--- src/rtl/core/pulse_width_frame_transmitter_core_assert.svh ---
// Assertion macros for the pulse-width frame transmitter core.
// Expects clk_i and rst_ni in the scope of each use.
`ifndef PULSE_WIDTH_FRAME_TRANSMITTER_CORE_ASSERT_SVH
`define PULSE_WIDTH_FRAME_TRANSMITTER_CORE_ASSERT_SVH

// Same-cycle implication, checked outside reset.
`define PWFT_ASSERT_NOW(name, ante, cons) \
  name: assert property (@(posedge clk_i) disable iff (!rst_ni) (ante) |-> (cons)) \
    else $error("pwft assertion failed");

// Next-cycle implication, checked outside reset.
`define PWFT_ASSERT_NEXT(name, ante, cons) \
  name: assert property (@(posedge clk_i) disable iff (!rst_ni) (ante) |=> (cons)) \
    else $error("pwft assertion failed");

`endif

--- src/rtl/core/pwft_pkg.sv ---
// Package for the pulse-width frame transmitter core.
// Request codes, frame phases, register indexes and timing helpers; no dependencies.
`default_nettype none

package pwft_pkg;

  localparam int unsigned CmdW   = 16;
  localparam int unsigned UnitW  = 4;
  localparam int unsigned WaitW  = 8;
  localparam int unsigned CfgIdxW = 3;

  // Frame durations in half-ms units.
  localparam logic [4:0] HdrLowUnits = 5'd8;
  localparam logic [4:0] ShortUnits  = 5'd1;
  localparam logic [4:0] LongUnits   = 5'd3;
  localparam logic [4:0] GapUnits    = 5'd24;
  localparam logic [UnitW-1:0] UnitMax = 4'd10;

  typedef enum logic [2:0] {
    REQ_TICK  = 3'd0,
    REQ_WRITE = 3'd1,
    REQ_OR    = 3'd2,
    REQ_XOR   = 3'd3,
    REQ_AND   = 3'd4
  } req_e;

  // Phase names say what the next completed wait starts.
  typedef enum logic [2:0] {
    PH_HEADER   = 3'd0,
    PH_HDR_END  = 3'd1,
    PH_BIT      = 3'd2,
    PH_ZERO_END = 3'd3,
    PH_ONE_END  = 3'd4,
    PH_CLOSE    = 3'd5,
    PH_GAP      = 3'd6
  } phase_e;

  typedef enum logic [CfgIdxW-1:0] {
    CFG_TICKS   = 3'd0,
    CFG_START   = 3'd1,
    CFG_IDLE    = 3'd2,
    CFG_STOP    = 3'd3,
    CFG_CANNON  = 3'd4,
    CFG_HIT     = 3'd5,
    CFG_DESTROY = 3'd6
  } cfg_idx_e;

  // n units of the configured length; unit clamps at UnitMax so all fit 8 bits.
  function automatic logic [WaitW-1:0] unit_ticks(logic [4:0] n, logic [UnitW-1:0] tph);
    logic [UnitW-1:0] u;
    logic [8:0]       p;
    u = (tph > UnitMax) ? UnitMax : tph;
    p = n * u;
    return p[WaitW-1:0];
  endfunction

endpackage

`default_nettype wire

--- src/rtl/core/pulse_width_frame_transmitter_core.sv ---
// Pulse-width frame transmitter core: top level.
// Depends on pwft_pkg and pulse_width_frame_transmitter_core_assert.svh.
`default_nettype none

// Drives a pulse-width coded line that repeats a frame forever: header low 8 /
// high 1 unit, FRAME_BITS command bits MSB first (one = low 3 / high 1, zero =
// low 1 / high 3), closing low 1 and gap high 24. A unit is ticks_per_half_ms
// tick beats (clamped to 10, zero gives one-beat phases). Each input beat is
// either a tick or an atomic write/OR/XOR/AND of the command word; every beat
// yields exactly one output beat with the line level and command word after
// it. Rate: one beat per clock cycle while the output is not stalled; each
// output beat follows in the cycle after its input beat is accepted. The
// state update happens at the input handshake and the result sits in a
// single output register, which is the only pipeline stage; s_axis_tready
// stays high while that register is empty or being drained, so a stalled
// output only holds the input off once the register is full. Entering the
// gap, one-shot bits (start, stop, cannon, hit, destroy, in that order) are
// armed on one frame and retired on the next, sharing one flag; then the
// word is latched for the next frame. Config writes must happen while idle.

`include "pulse_width_frame_transmitter_core_assert.svh"

module pulse_width_frame_transmitter_core #(
  parameter int unsigned FRAME_BITS = 16   // 1 to 16
) (
  input  wire logic        clk_i,
  input  wire logic        rst_ni,
  // input stream
  input  wire logic        s_axis_tvalid,
  output logic             s_axis_tready,
  input  wire logic [15:0] s_axis_tdata,   // [15:0] bits_value
  input  wire logic [2:0]  s_axis_tuser,   // [2:0] req_type
  // output stream
  output logic             m_axis_tvalid,
  input  wire logic        m_axis_tready,
  output logic [23:0]      m_axis_tdata,   // [0] line_level, [16:1] command_now, zero fill
  // config write port
  input  wire logic        cfg_we_i,
  input  wire logic [2:0]  cfg_addr_i,
  input  wire logic [15:0] cfg_wdata_i
);

  localparam int unsigned CmdW = pwft_pkg::CmdW;
  localparam int unsigned WaitW = pwft_pkg::WaitW;
  localparam int unsigned BitW = (FRAME_BITS > 1) ? $clog2(FRAME_BITS) : 1;
  localparam logic [BitW-1:0] LastBit = BitW'(FRAME_BITS - 1);

  // ---------------- configuration registers ----------------
  logic [pwft_pkg::UnitW-1:0] ticks_q;
  logic [CmdW-1:0] start_mask_q, idle_mask_q, stop_mask_q;
  logic [CmdW-1:0] cannon_mask_q, hit_mask_q, destroy_mask_q;

  always_ff @(posedge clk_i or negedge rst_ni) begin
    if (!rst_ni) begin
      ticks_q        <= 4'd8;
      start_mask_q   <= '0;
      idle_mask_q    <= '0;
      stop_mask_q    <= '0;
      cannon_mask_q  <= '0;
      hit_mask_q     <= '0;
      destroy_mask_q <= '0;
    end else if (cfg_we_i) begin
      case (pwft_pkg::cfg_idx_e'(cfg_addr_i))
        pwft_pkg::CFG_TICKS:   ticks_q        <= cfg_wdata_i[pwft_pkg::UnitW-1:0];
        pwft_pkg::CFG_START:   start_mask_q   <= cfg_wdata_i;
        pwft_pkg::CFG_IDLE:    idle_mask_q    <= cfg_wdata_i;
        pwft_pkg::CFG_STOP:    stop_mask_q    <= cfg_wdata_i;
        pwft_pkg::CFG_CANNON:  cannon_mask_q  <= cfg_wdata_i;
        pwft_pkg::CFG_HIT:     hit_mask_q     <= cfg_wdata_i;
        pwft_pkg::CFG_DESTROY: destroy_mask_q <= cfg_wdata_i;
        default: ;
      endcase
    end
  end

  // ---------------- frame state ----------------
  pwft_pkg::phase_e phase_q, phase_d;
  logic [WaitW-1:0] target_q, target_d;
  logic [WaitW-1:0] count_q, count_d;
  logic [BitW-1:0]  bit_idx_q, bit_idx_d;
  logic [CmdW-1:0]  shift_q, shift_d;
  logic             armed_q, armed_d;
  logic [CmdW-1:0]  cmd_q, cmd_d;
  logic             line_q, line_d;

  logic out_valid_q;
  logic out_line_q;
  logic [CmdW-1:0] out_cmd_q;

  logic accept;
  logic [WaitW-1:0] count_inc;
  logic             wait_done;
  pwft_pkg::req_e   req;

  assign s_axis_tready = !out_valid_q || m_axis_tready;
  assign accept        = s_axis_tvalid && s_axis_tready;
  assign req           = pwft_pkg::req_e'(s_axis_tuser);
  assign count_inc     = count_q + 1'b1;
  assign wait_done     = (count_inc >= target_q);

  // Apply one one-shot check; returns updated flag, match-and-retire in fire.
  function automatic logic [1:0] one_shot(logic [CmdW-1:0] word, logic [CmdW-1:0] mask,
                                          logic armed);
    logic hit;
    hit = |(word & mask);
    if (!hit) return {1'b0, armed};
    if (armed) return {1'b1, 1'b0};
    return {1'b0, 1'b1};
  endfunction

  always_comb begin
    logic [1:0] r;
    logic [CmdW-1:0] w;
    logic a;
    phase_d   = phase_q;
    target_d  = target_q;
    count_d   = count_q;
    bit_idx_d = bit_idx_q;
    shift_d   = shift_q;
    armed_d   = armed_q;
    cmd_d     = cmd_q;
    line_d    = line_q;
    w         = cmd_q;
    a         = armed_q;
    r         = '0;
    case (req)
      pwft_pkg::REQ_TICK: begin
        count_d = count_inc;
        if (wait_done) begin
          count_d = '0;
          case (phase_q)
            pwft_pkg::PH_HDR_END: begin
              line_d   = 1'b1;
              target_d = pwft_pkg::unit_ticks(pwft_pkg::ShortUnits, ticks_q);
              phase_d  = pwft_pkg::PH_BIT;
            end
            pwft_pkg::PH_BIT: begin
              line_d = 1'b0;
              if (shift_q[FRAME_BITS-1]) begin
                target_d = pwft_pkg::unit_ticks(pwft_pkg::LongUnits, ticks_q);
                phase_d  = pwft_pkg::PH_ONE_END;
              end else begin
                target_d = pwft_pkg::unit_ticks(pwft_pkg::ShortUnits, ticks_q);
                phase_d  = pwft_pkg::PH_ZERO_END;
              end
            end
            pwft_pkg::PH_ZERO_END, pwft_pkg::PH_ONE_END: begin
              line_d   = 1'b1;
              target_d = (phase_q == pwft_pkg::PH_ZERO_END)
                       ? pwft_pkg::unit_ticks(pwft_pkg::LongUnits, ticks_q)
                       : pwft_pkg::unit_ticks(pwft_pkg::ShortUnits, ticks_q);
              if (bit_idx_q == LastBit) begin
                bit_idx_d = '0;
                phase_d   = pwft_pkg::PH_CLOSE;
              end else begin
                bit_idx_d = bit_idx_q + 1'b1;
                shift_d   = {shift_q[CmdW-2:0], 1'b0};
                phase_d   = pwft_pkg::PH_BIT;
              end
            end
            pwft_pkg::PH_CLOSE: begin
              line_d   = 1'b0;
              target_d = pwft_pkg::unit_ticks(pwft_pkg::ShortUnits, ticks_q);
              phase_d  = pwft_pkg::PH_GAP;
            end
            pwft_pkg::PH_GAP: begin
              line_d   = 1'b1;
              target_d = pwft_pkg::unit_ticks(pwft_pkg::GapUnits, ticks_q);
              // one-shot chain, in fixed order, sharing one flag
              r = one_shot(w, start_mask_q, a);
              a = r[0];
              if (r[1]) w = (w & ~start_mask_q) | idle_mask_q;
              r = one_shot(w, stop_mask_q, a);
              a = r[0];
              if (r[1]) w = '0;
              r = one_shot(w, cannon_mask_q, a);
              a = r[0];
              if (r[1]) w = w & ~cannon_mask_q;
              r = one_shot(w, hit_mask_q, a);
              a = r[0];
              if (r[1]) w = w & ~hit_mask_q;
              r = one_shot(w, destroy_mask_q, a);
              a = r[0];
              if (r[1]) w = w & ~destroy_mask_q;
              armed_d = a;
              cmd_d   = w;
              shift_d = w;
              phase_d = pwft_pkg::PH_HEADER;
            end
            default: begin
              line_d   = 1'b0;
              target_d = pwft_pkg::unit_ticks(pwft_pkg::HdrLowUnits, ticks_q);
              phase_d  = pwft_pkg::PH_HDR_END;
            end
          endcase
        end
      end
      pwft_pkg::REQ_WRITE: cmd_d = s_axis_tdata;
      pwft_pkg::REQ_OR:    cmd_d = cmd_q | s_axis_tdata;
      pwft_pkg::REQ_XOR:   cmd_d = cmd_q ^ s_axis_tdata;
      pwft_pkg::REQ_AND:   cmd_d = cmd_q & s_axis_tdata;
      default: ;
    endcase
  end

  always_ff @(posedge clk_i or negedge rst_ni) begin
    if (!rst_ni) begin
      phase_q   <= pwft_pkg::PH_HEADER;
      target_q  <= '0;
      count_q   <= '0;
      bit_idx_q <= '0;
      shift_q   <= '0;
      armed_q   <= 1'b0;
      cmd_q     <= '0;
      line_q    <= 1'b1;
    end else if (accept) begin
      phase_q   <= phase_d;
      target_q  <= target_d;
      count_q   <= count_d;
      bit_idx_q <= bit_idx_d;
      shift_q   <= shift_d;
      armed_q   <= armed_d;
      cmd_q     <= cmd_d;
      line_q    <= line_d;
    end
  end

  // ---------------- output register ----------------
  always_ff @(posedge clk_i or negedge rst_ni) begin
    if (!rst_ni) begin
      out_valid_q <= 1'b0;
    end else if (accept) begin
      out_valid_q <= 1'b1;
    end else if (m_axis_tready) begin
      out_valid_q <= 1'b0;
    end
  end

  always_ff @(posedge clk_i) begin
    if (accept) begin
      out_line_q <= line_d;
      out_cmd_q  <= cmd_d;
    end
  end

  assign m_axis_tvalid = out_valid_q;
  assign m_axis_tdata  = {7'd0, out_cmd_q, out_line_q};

  // ---------------- assertions ----------------
  `PWFT_ASSERT_NEXT(a_accept_gives_beat, accept, out_valid_q)
  `PWFT_ASSERT_NEXT(a_update_keeps_timing, accept && (req != pwft_pkg::REQ_TICK),
                    $stable(count_q) && $stable(phase_q))
  `PWFT_ASSERT_NOW(a_bit_idx_zero_outside_bits,
                   (phase_q == pwft_pkg::PH_CLOSE) || (phase_q == pwft_pkg::PH_GAP) ||
                   (phase_q == pwft_pkg::PH_HEADER) || (phase_q == pwft_pkg::PH_HDR_END),
                   bit_idx_q == '0)
  `PWFT_ASSERT_NEXT(a_gap_enters_header,
                    accept && (req == pwft_pkg::REQ_TICK) && wait_done &&
                    (phase_q == pwft_pkg::PH_GAP),
                    (phase_q == pwft_pkg::PH_HEADER) && line_q && (shift_q == cmd_q))

endmodule

`default_nettype wire
--- config.mk ---
export PLATFORM = sky130hd
export DESIGN_NAME = pulse_width_frame_transmitter_core
export DESIGN_NICKNAME = d
export VERILOG_FILES = /design/src/rtl/core/pwft_pkg.sv /design/src/rtl/core/pulse_width_frame_transmitter_core.sv
export VERILOG_INCLUDE_DIRS = /design/src /design/src/rtl/core
export SDC_FILE = /design/constraint.sdc
export NUM_CORES = 1
export LEC_CHECK = 0
export BUFFER_PORTS_ARGS = -buffer_cell sky130_fd_sc_hd__buf_4
export CAP_MARGIN = 20
export CORE_MARGIN = 3
export CORE_UTILIZATION = 25
export DETAILED_ROUTE_END_ITERATION = 12
export GPL_TIMING_DRIVEN = 0
export PLACE_DENSITY_LB_ADDON = 0.12
export SYNTH_ARGS = -nofsm -noshare
export SYNTH_HDL_FRONTEND = slang
export SYNTH_SLANG_ARGS = --single-unit
--- constraint.sdc ---
create_clock -name clk_i -period 6.54 [get_ports clk_i]
set_input_delay 0 -clock clk_i [delete_from_list [all_inputs] [get_ports clk_i]]
set_output_delay 0 -clock clk_i [all_outputs]
set_load 0.01 [all_outputs]
Word-level counts from Yosys, hierarchy flattened
Index checks and enable logic that the tools add are counted.
{"block": "totals", "word_cells": 202, "reg_bits": 175}
{"block": "classes", "bitwise": 17, "n_lt_le_gt_ge": 2, "addsub": 2, "multipliers": 2, "mux": 116, "n_eq_ne": 18, "n_reduce_logical": 27}
{"operator": "2-to-1 mux 16 bit", "n": 20}
{"operator": "AND 16 bit", "n": 10}
{"operator": "one-hot mux 16 bit (5 select lines)", "n": 1}
{"operator": "OR reduction 16 bit", "n": 5}
{"operator": "2-to-1 mux 2 bit", "n": 35}
{"operator": "inverter 16 bit", "n": 4}
{"operator": "2-to-1 mux 1 bit", "n": 50}
{"operator": "bitwise OR 16 bit", "n": 2}
{"operator": "one-hot mux 16 bit (2 select lines)", "n": 1}
{"operator": "one-hot mux 8 bit (4 select lines)", "n": 1}
{"operator": "equality test 3 bit (second input constant)", "n": 7}
{"operator": "equality test 3 x 2 -> 1 bit (second input constant)", "n": 6}
{"operator": "AND reduction 2 bit", "n": 8}
{"operator": "bitwise XOR 16 bit", "n": 1}
{"operator": "one-hot mux 3 bit (5 select lines)", "n": 1}
{"operator": "2-to-1 mux 6 bit", "n": 2}
{"operator": "equality test 3 x 1 -> 1 bit (second input constant)", "n": 3}
{"operator": "adder 8 x 1 -> 8 bit (second input constant)", "n": 1}
{"operator": "greater-or-equal comparator 8 bit", "n": 1}
{"operator": "2-to-1 mux 4 bit", "n": 2}
{"operator": "2-to-1 mux 8 bit", "n": 1}
{"operator": "AND reduction 4 bit", "n": 2}
{"operator": "zero test 3 bit", "n": 2}
{"operator": "multiplier 2 x 4 -> 6 bit (first input constant)", "n": 1}
{"operator": "other kinds (14)", "n": 17}

Depth between registers and ports, before layout
{"block": "depth", "word_depth": 95, "ltp_mapped": 40}

Worst setup path before layout
No wires, ideal clock.
{"block": "synth_timing", "path_type": "flip-flop to flip-flop", "startpoint": "register cmd_q[7]", "endpoint": "register out_cmd_q[1], data pin", "t_arrival_ns": 6.718, "setup_time_ns": 0.256, "required_ns": 6.284, "setup_slack_ns": -0.434, "path_stages_with_launch": 40, "n_path_buf": 8, "path_cell_list": "dfrtp_1 a22o_1 a221oi_1 nand4_1 ha_1 buf_2 nand2_1 nand2_1 a22o_1 a221oi_1 nand4_1 ha_1 buf_2 buf_2 a21oi_1 a22oi_1 nand3_1 a211o_1 [4 not listed] nand4_1 nor4_1 nand3_1 ha_1 clkbuf_1 clkbuf_1 a22oi_1 and3_1 a31oi_1 nand4_1 ha_1 clkbuf_1 clkbuf_1 a21oi_1 and3_1 o211ai_1 nand2_1 a22o_1"}
{"block": "synth_between", "elab_chain_len": 70}
{"element": "start, declared", "line_no": "pulse_width_frame_transmitter_core.sv:83", "rtl": "logic [CmdW-1:0] cmd_q, cmd_d;"}
{"element": "start signal, assigned", "line_no": "pulse_width_frame_transmitter_core.sv:223", "rtl": "cmd_q <= cmd_d;"}
{"element": "AND 16 bit", "line_no": "pulse_width_frame_transmitter_core.sv:105", "rtl": "hit = |(word & mask);"}
{"element": "OR reduction 16 bit", "line_no": "pulse_width_frame_transmitter_core.sv:105"}
{"element": "2-to-1 mux 1 bit", "line_no": "pulse_width_frame_transmitter_core.sv:106", "rtl": "if (!hit) return {1'b0, armed};"}
{"element": "2-to-1 mux 1 bit", "line_no": "pulse_width_frame_transmitter_core.sv:131", "rtl": "case (phase_q)"}
{"element": "2-to-1 mux 1 bit", "line_no": "pulse_width_frame_transmitter_core.sv:129", "rtl": "if (wait_done) begin"}
{"element": "2-to-1 mux 1 bit", "line_no": "pulse_width_frame_transmitter_core.sv:126", "rtl": "case (req)"}
{"element": "2-to-1 mux 2 bit", "line_no": "pulse_width_frame_transmitter_core.sv:107", "rtl": "if (armed) return {1'b1, 1'b0};"}
{"element": "2-to-1 mux 2 bit", "line_no": "pulse_width_frame_transmitter_core.sv:131"}
{"element": "[55 not listed]"}
{"element": "2-to-1 mux 2 bit", "line_no": "pulse_width_frame_transmitter_core.sv:131"}
{"element": "2-to-1 mux 2 bit", "line_no": "pulse_width_frame_transmitter_core.sv:129"}
{"element": "2-to-1 mux 2 bit", "line_no": "pulse_width_frame_transmitter_core.sv:126"}
{"element": "2-to-1 mux 16 bit (*)", "line_no": "pulse_width_frame_transmitter_core.sv:184", "rtl": "if (r[1]) w = w & ~destroy_mask_q;"}
{"element": "2-to-1 mux 16 bit (*)", "line_no": "pulse_width_frame_transmitter_core.sv:131"}
{"element": "2-to-1 mux 16 bit (*)", "line_no": "pulse_width_frame_transmitter_core.sv:129"}
{"element": "one-hot mux 16 bit (5 select lines) (*)", "line_no": "pulse_width_frame_transmitter_core.sv:126"}
{"element": "named net cmd_d[1]", "line_no": "pulse_width_frame_transmitter_core.sv:83"}
{"element": "end signal, assigned", "line_no": "pulse_width_frame_transmitter_core.sv:242", "rtl": "out_cmd_q <= cmd_d;"}
{"element": "end, declared", "line_no": "pulse_width_frame_transmitter_core.sv:88", "rtl": "logic [CmdW-1:0] out_cmd_q;"}
Mark *: on every way through the listed nets, which the timed path passes. The rest lies on a longest branch. The select of a mux whose other input is x is not followed.
A chain may end at the register's enable or synchronous reset.

Worst setup path after layout
{"block": "layout_timing", "startpoint": "register cmd_q[4]", "endpoint": "register out_cmd_q[13], data pin"}
The elaborated chain is that of the path after synthesis.

==> summary.md <==
| Metric | Value |
|---|---|
| # diodes | 0 |
| Htree depth | 4 |
| Final Hold Vio Count | 0 |
| Initial Util | around a quarter |
| Die area | 45,200 µm² |
| Commonest non-fill, non-tap cells in the layout | 148 x dfrtp_1, 113 x buf_4, 103 x mux2_2, 98 x nand2_1, 82 x a21oi_1 |
| Asr flop ratio synth | 90.3% |
| Clock skew | 0.0171 ns |
| Largest net degree at the start of global routing | 89 |
| DR WL/cell | around 20 µm |
| Achievable Freq | 0.142 GHz |
| Status | finished, violations left |
| # fillers | 4,233 |
| Layout cells sized above 1 | 40.7% |
| RSZ-0062 raised after global routing | yes |
| Wire length on met2 | 17,200 µm |
| M1 WL | 18,100 µm |
| Chip height | 213 µm |
| Clk_lat worst skew | 0.45 ns |
| Crit path buf inv count | 6 |
| Gr ovfl total | 0 |
| Vias per cell | 4.96 |
| FF+latch count, synth | 175 |
| VDD IR max | 176 µV |
| Top delay family on crit path | compound AO/OA/AOI/OAI gates |
| Worst path slowest cell | dfrtp_1 |
| Hold Path Class | input pin to flip-flop |
| Final Wtd Congestion | 0.867 |
| P&R area growth vs syn | 36.2% |
| Max-slew violation count | 0 |
| Finish-stage setup viols | 46 |
| Worst r2r src | cmd_q[4] |
| Flop2flop setup slack | -0.48 ns |
| Met3 wire len | 1230 µm |
| CTS Buf Count | 17 |
| Violated checks | negative setup slack |
| Die width | 213 µm |
| Placed Cells | 1,690 |
| Clock transition at path regs | roughly 0.080 ns |
| Mapped Area | 10,700 µm² |
| Clock sink count | 175 |
| GRT Resource Usage Total | 16.5% |
| Netlist cell types | 75 |
| YS warnings | 0 |
| Worst Tran Pin Value | around 0.93 ns |
| Element type at the critical path end | flip-flop |
| Power Total | 3.69 mW |
| Post-Syn Instances | 1,085 |
| Setup slack after layout | -0.480 ns |
| Sequential cell area | ~4500 µm² |
| Max-slew headroom | 38.0% |
| Initial antenna violation count | 0 |
| Clock root buffer | clkbuf_16 |
| Tmin final | 7.02 ns |
| Nets@finish | between 1,000 and 1,500 |
| CP max stage delay | 0.52 ns |
| Startpoint types | flip-flop |
| DRC Markers | 0 |
| I/O Buffers | 59 |
| Drt initial violations | 468 |
| CTS tree | built |
| CP Launch Point | cmd_q[4] |
| Average cell area after synthesis | 9.83 µm² |
| First-pass GRT wire length | 56,200 µm |
| EDFF count, synth | 17 |
| Setup CP Type | flip-flop to flip-flop |
| Most common cell after layout, fill and taps aside | dfrtp_1 |
| Required @ worst endpoint | 6.81 ns |
| Seq/Total Area, Yosys | between 40% and 50% |
| Crit path top cell by count | nand4_1 |
| Max-Cap Viols | 0 |
| Final WL | 37,000 µm |
| Power Density | 254 nW/µm² |
| Multi-input gate area | 6670 µm² |
| Worst-path fanout max | 6 |
| Fin cells | roughly 1,800 |
| Ports | approximately 70 |
| Clk buf depth | 2 |
| Leakage | 6.08 nW |
| Core area | 42,000 µm² |
| Detail Placement HPWL | 26,700 µm |
| Synth Flop Type | dfrtp_1 |
| DR top layer | met4 |
| Hold_sp | cfg_addr_i[1] |
| Final Cycle Share | 107% |
| Post-DRT Antenna Nets | 0 |
| Via count | 8,984 |
| Arrival time at the worst endpoint | approximately 7.3 ns |
| DRT Pass-1 Iters | 4 |
| Cell Rows | 75 |
| Vias in the first global route | 9,048 |
tightest hold or removal path, stage by stage:
cell    delay, ns
buf_2        0.15
nor3_2       0.12
mux2_2       0.23
final timing paths:
kind | to | cells after the start
worst max-delay path | out_cmd_q[13] | 36
worst min-delay path | cannon_mask_q[5] | 3
worst max register to register | out_cmd_q[13] | 36
worst min register to register | target_q[7] | 2
max in group asynchronous | cmd_q[7] | 3
min in group asynchronous | stop_mask_q[12] | 2
metal layers:
| layer | vias up | global-route usage, % |
|---|---|---|
| li1 | 4298 | - |
| met1 | 4527 | 23.3 |
| met2 | 133 | 26.6 |
| met3 | 26 | 2.76 |
| met4 | 0 | 3.74 |
| met5 | - | 0 |
final cells by class:
type	instances	area share, %
Multi-Input combinational cell	793	45.9
Clock buffer	20	3.22
Inverter	59	1.56
Buffer	62	3.18
Sequential cell	175	30.8
Timing Repair Buffer	151	9.84
Tap cell	539	4.64
Clock inverter	12	0.827
cell usage after synthesis (all sizes together) (5+ instances only):
| master | n | area, µm² |
|---|---|---|
| nand3 | 31 | 155 |
| o211ai | 14 | 105 |
| a211oi | 10 | 100 |
| ha | 49 | 613 |
| nand2 | 125 | 472 |
| o311ai | 11 | 96.3 |
| a2bb2oi | 12 | 105 |
| a221oi | 7 | 67.6 |
| mux2 | 104 | 1170 |
| nor3 | 14 | 86.3 |
| a22o | 7 | 61.3 |
| clkbuf | 23 | 86.3 |
| edfxtp | 17 | 510 |
| nand4 | 21 | 131 |
| dfrtp | 156 | 3900 |
| buf | 41 | 250 |
| xnor2 | 5 | 43.8 |
| o31ai | 5 | 37.5 |
| o22ai | 13 | 125 |
| a31oi | 6 | 37.5 |
| a22oi | 17 | 128 |
| a21oi | 119 | 644 |
| nand2b | 10 | 65.1 |
| and2 | 12 | 75.1 |
| and3 | 15 | 93.8 |
| mux2i | 8 | 80.1 |
| and4 | 6 | 52.6 |
| o21ai | 48 | 255 |
| nor2 | 43 | 174 |
| o21a | 5 | 37.5 |
| inv | 59 | 221 |
| a21bo | 16 | 160 |
| a21boi | 10 | 75.1 |
logic make-up (layout without fill, tap and decap cells):
kind of cell / Yosys count / count (layout) / share of synthesized area [%]
muxes: 112 / 112 / 11.7
DFF: 175 / 175 / 41.9
buffers and inverters: 123 / 304 / 5.23
adders and majority gates: 50 / 50 / 5.94
and+or+nand+nor: 292 / 292 / 13.5
AOI/OAI and AO/OA: 324 / 324 / 21.1
xor gates and xnor gates: 8 / 8 / 0.657
other: 1 / 7 / 0.0352
state kept, by name, summed over array words and instances, names as in the netlist, 3 cells and up:
register,flops
bit_idx_q,4
cannon_mask_q,16
cmd_q,16
count_q,8
destroy_mask_q,16
hit_mask_q,16
idle_mask_q,16
out_cmd_q,16
phase_q,3
shift_q,16
start_mask_q,16
stop_mask_q,16
target_q,8
ticks_q,4
what timing repair did:
action,CTS,global route
hold buffers,19,0
pin swaps,80,81
endpoints found under the setup margin,49,48
setup buffers,45,23
gates resized for setup,189,95
endpoints found under the hold margin,171,0
cloned,4,1
report_power, final:
part	leakage, nW	internal, mW	switching (mW)
sequential	2.10	1.29	0.215
combinational	3.69	0.585	0.538
clock	0.291	0.567	0.494
total	6.08	2.44	1.25
through the flow:
stage               hold WS [ns]  setup WS (ns)  utilization (%)  setup TNS, ns  cell area, µm²
floorplan                 -0.296         0.0192                -              0           10700
global placement           0.215          -2.10             28.1         -85.60           11800
detailed placement        0.0112          -2.08             28.2         -83.30           11900
CTS                       0.0575         -0.481             33.0         -12.37           13900
global route              0.0931         -0.761             34.6         -27.98           14500
finish                    0.0817         -0.480             34.6         -14.11           14500
Note: power is estimated with default switching activity, not from simulation.
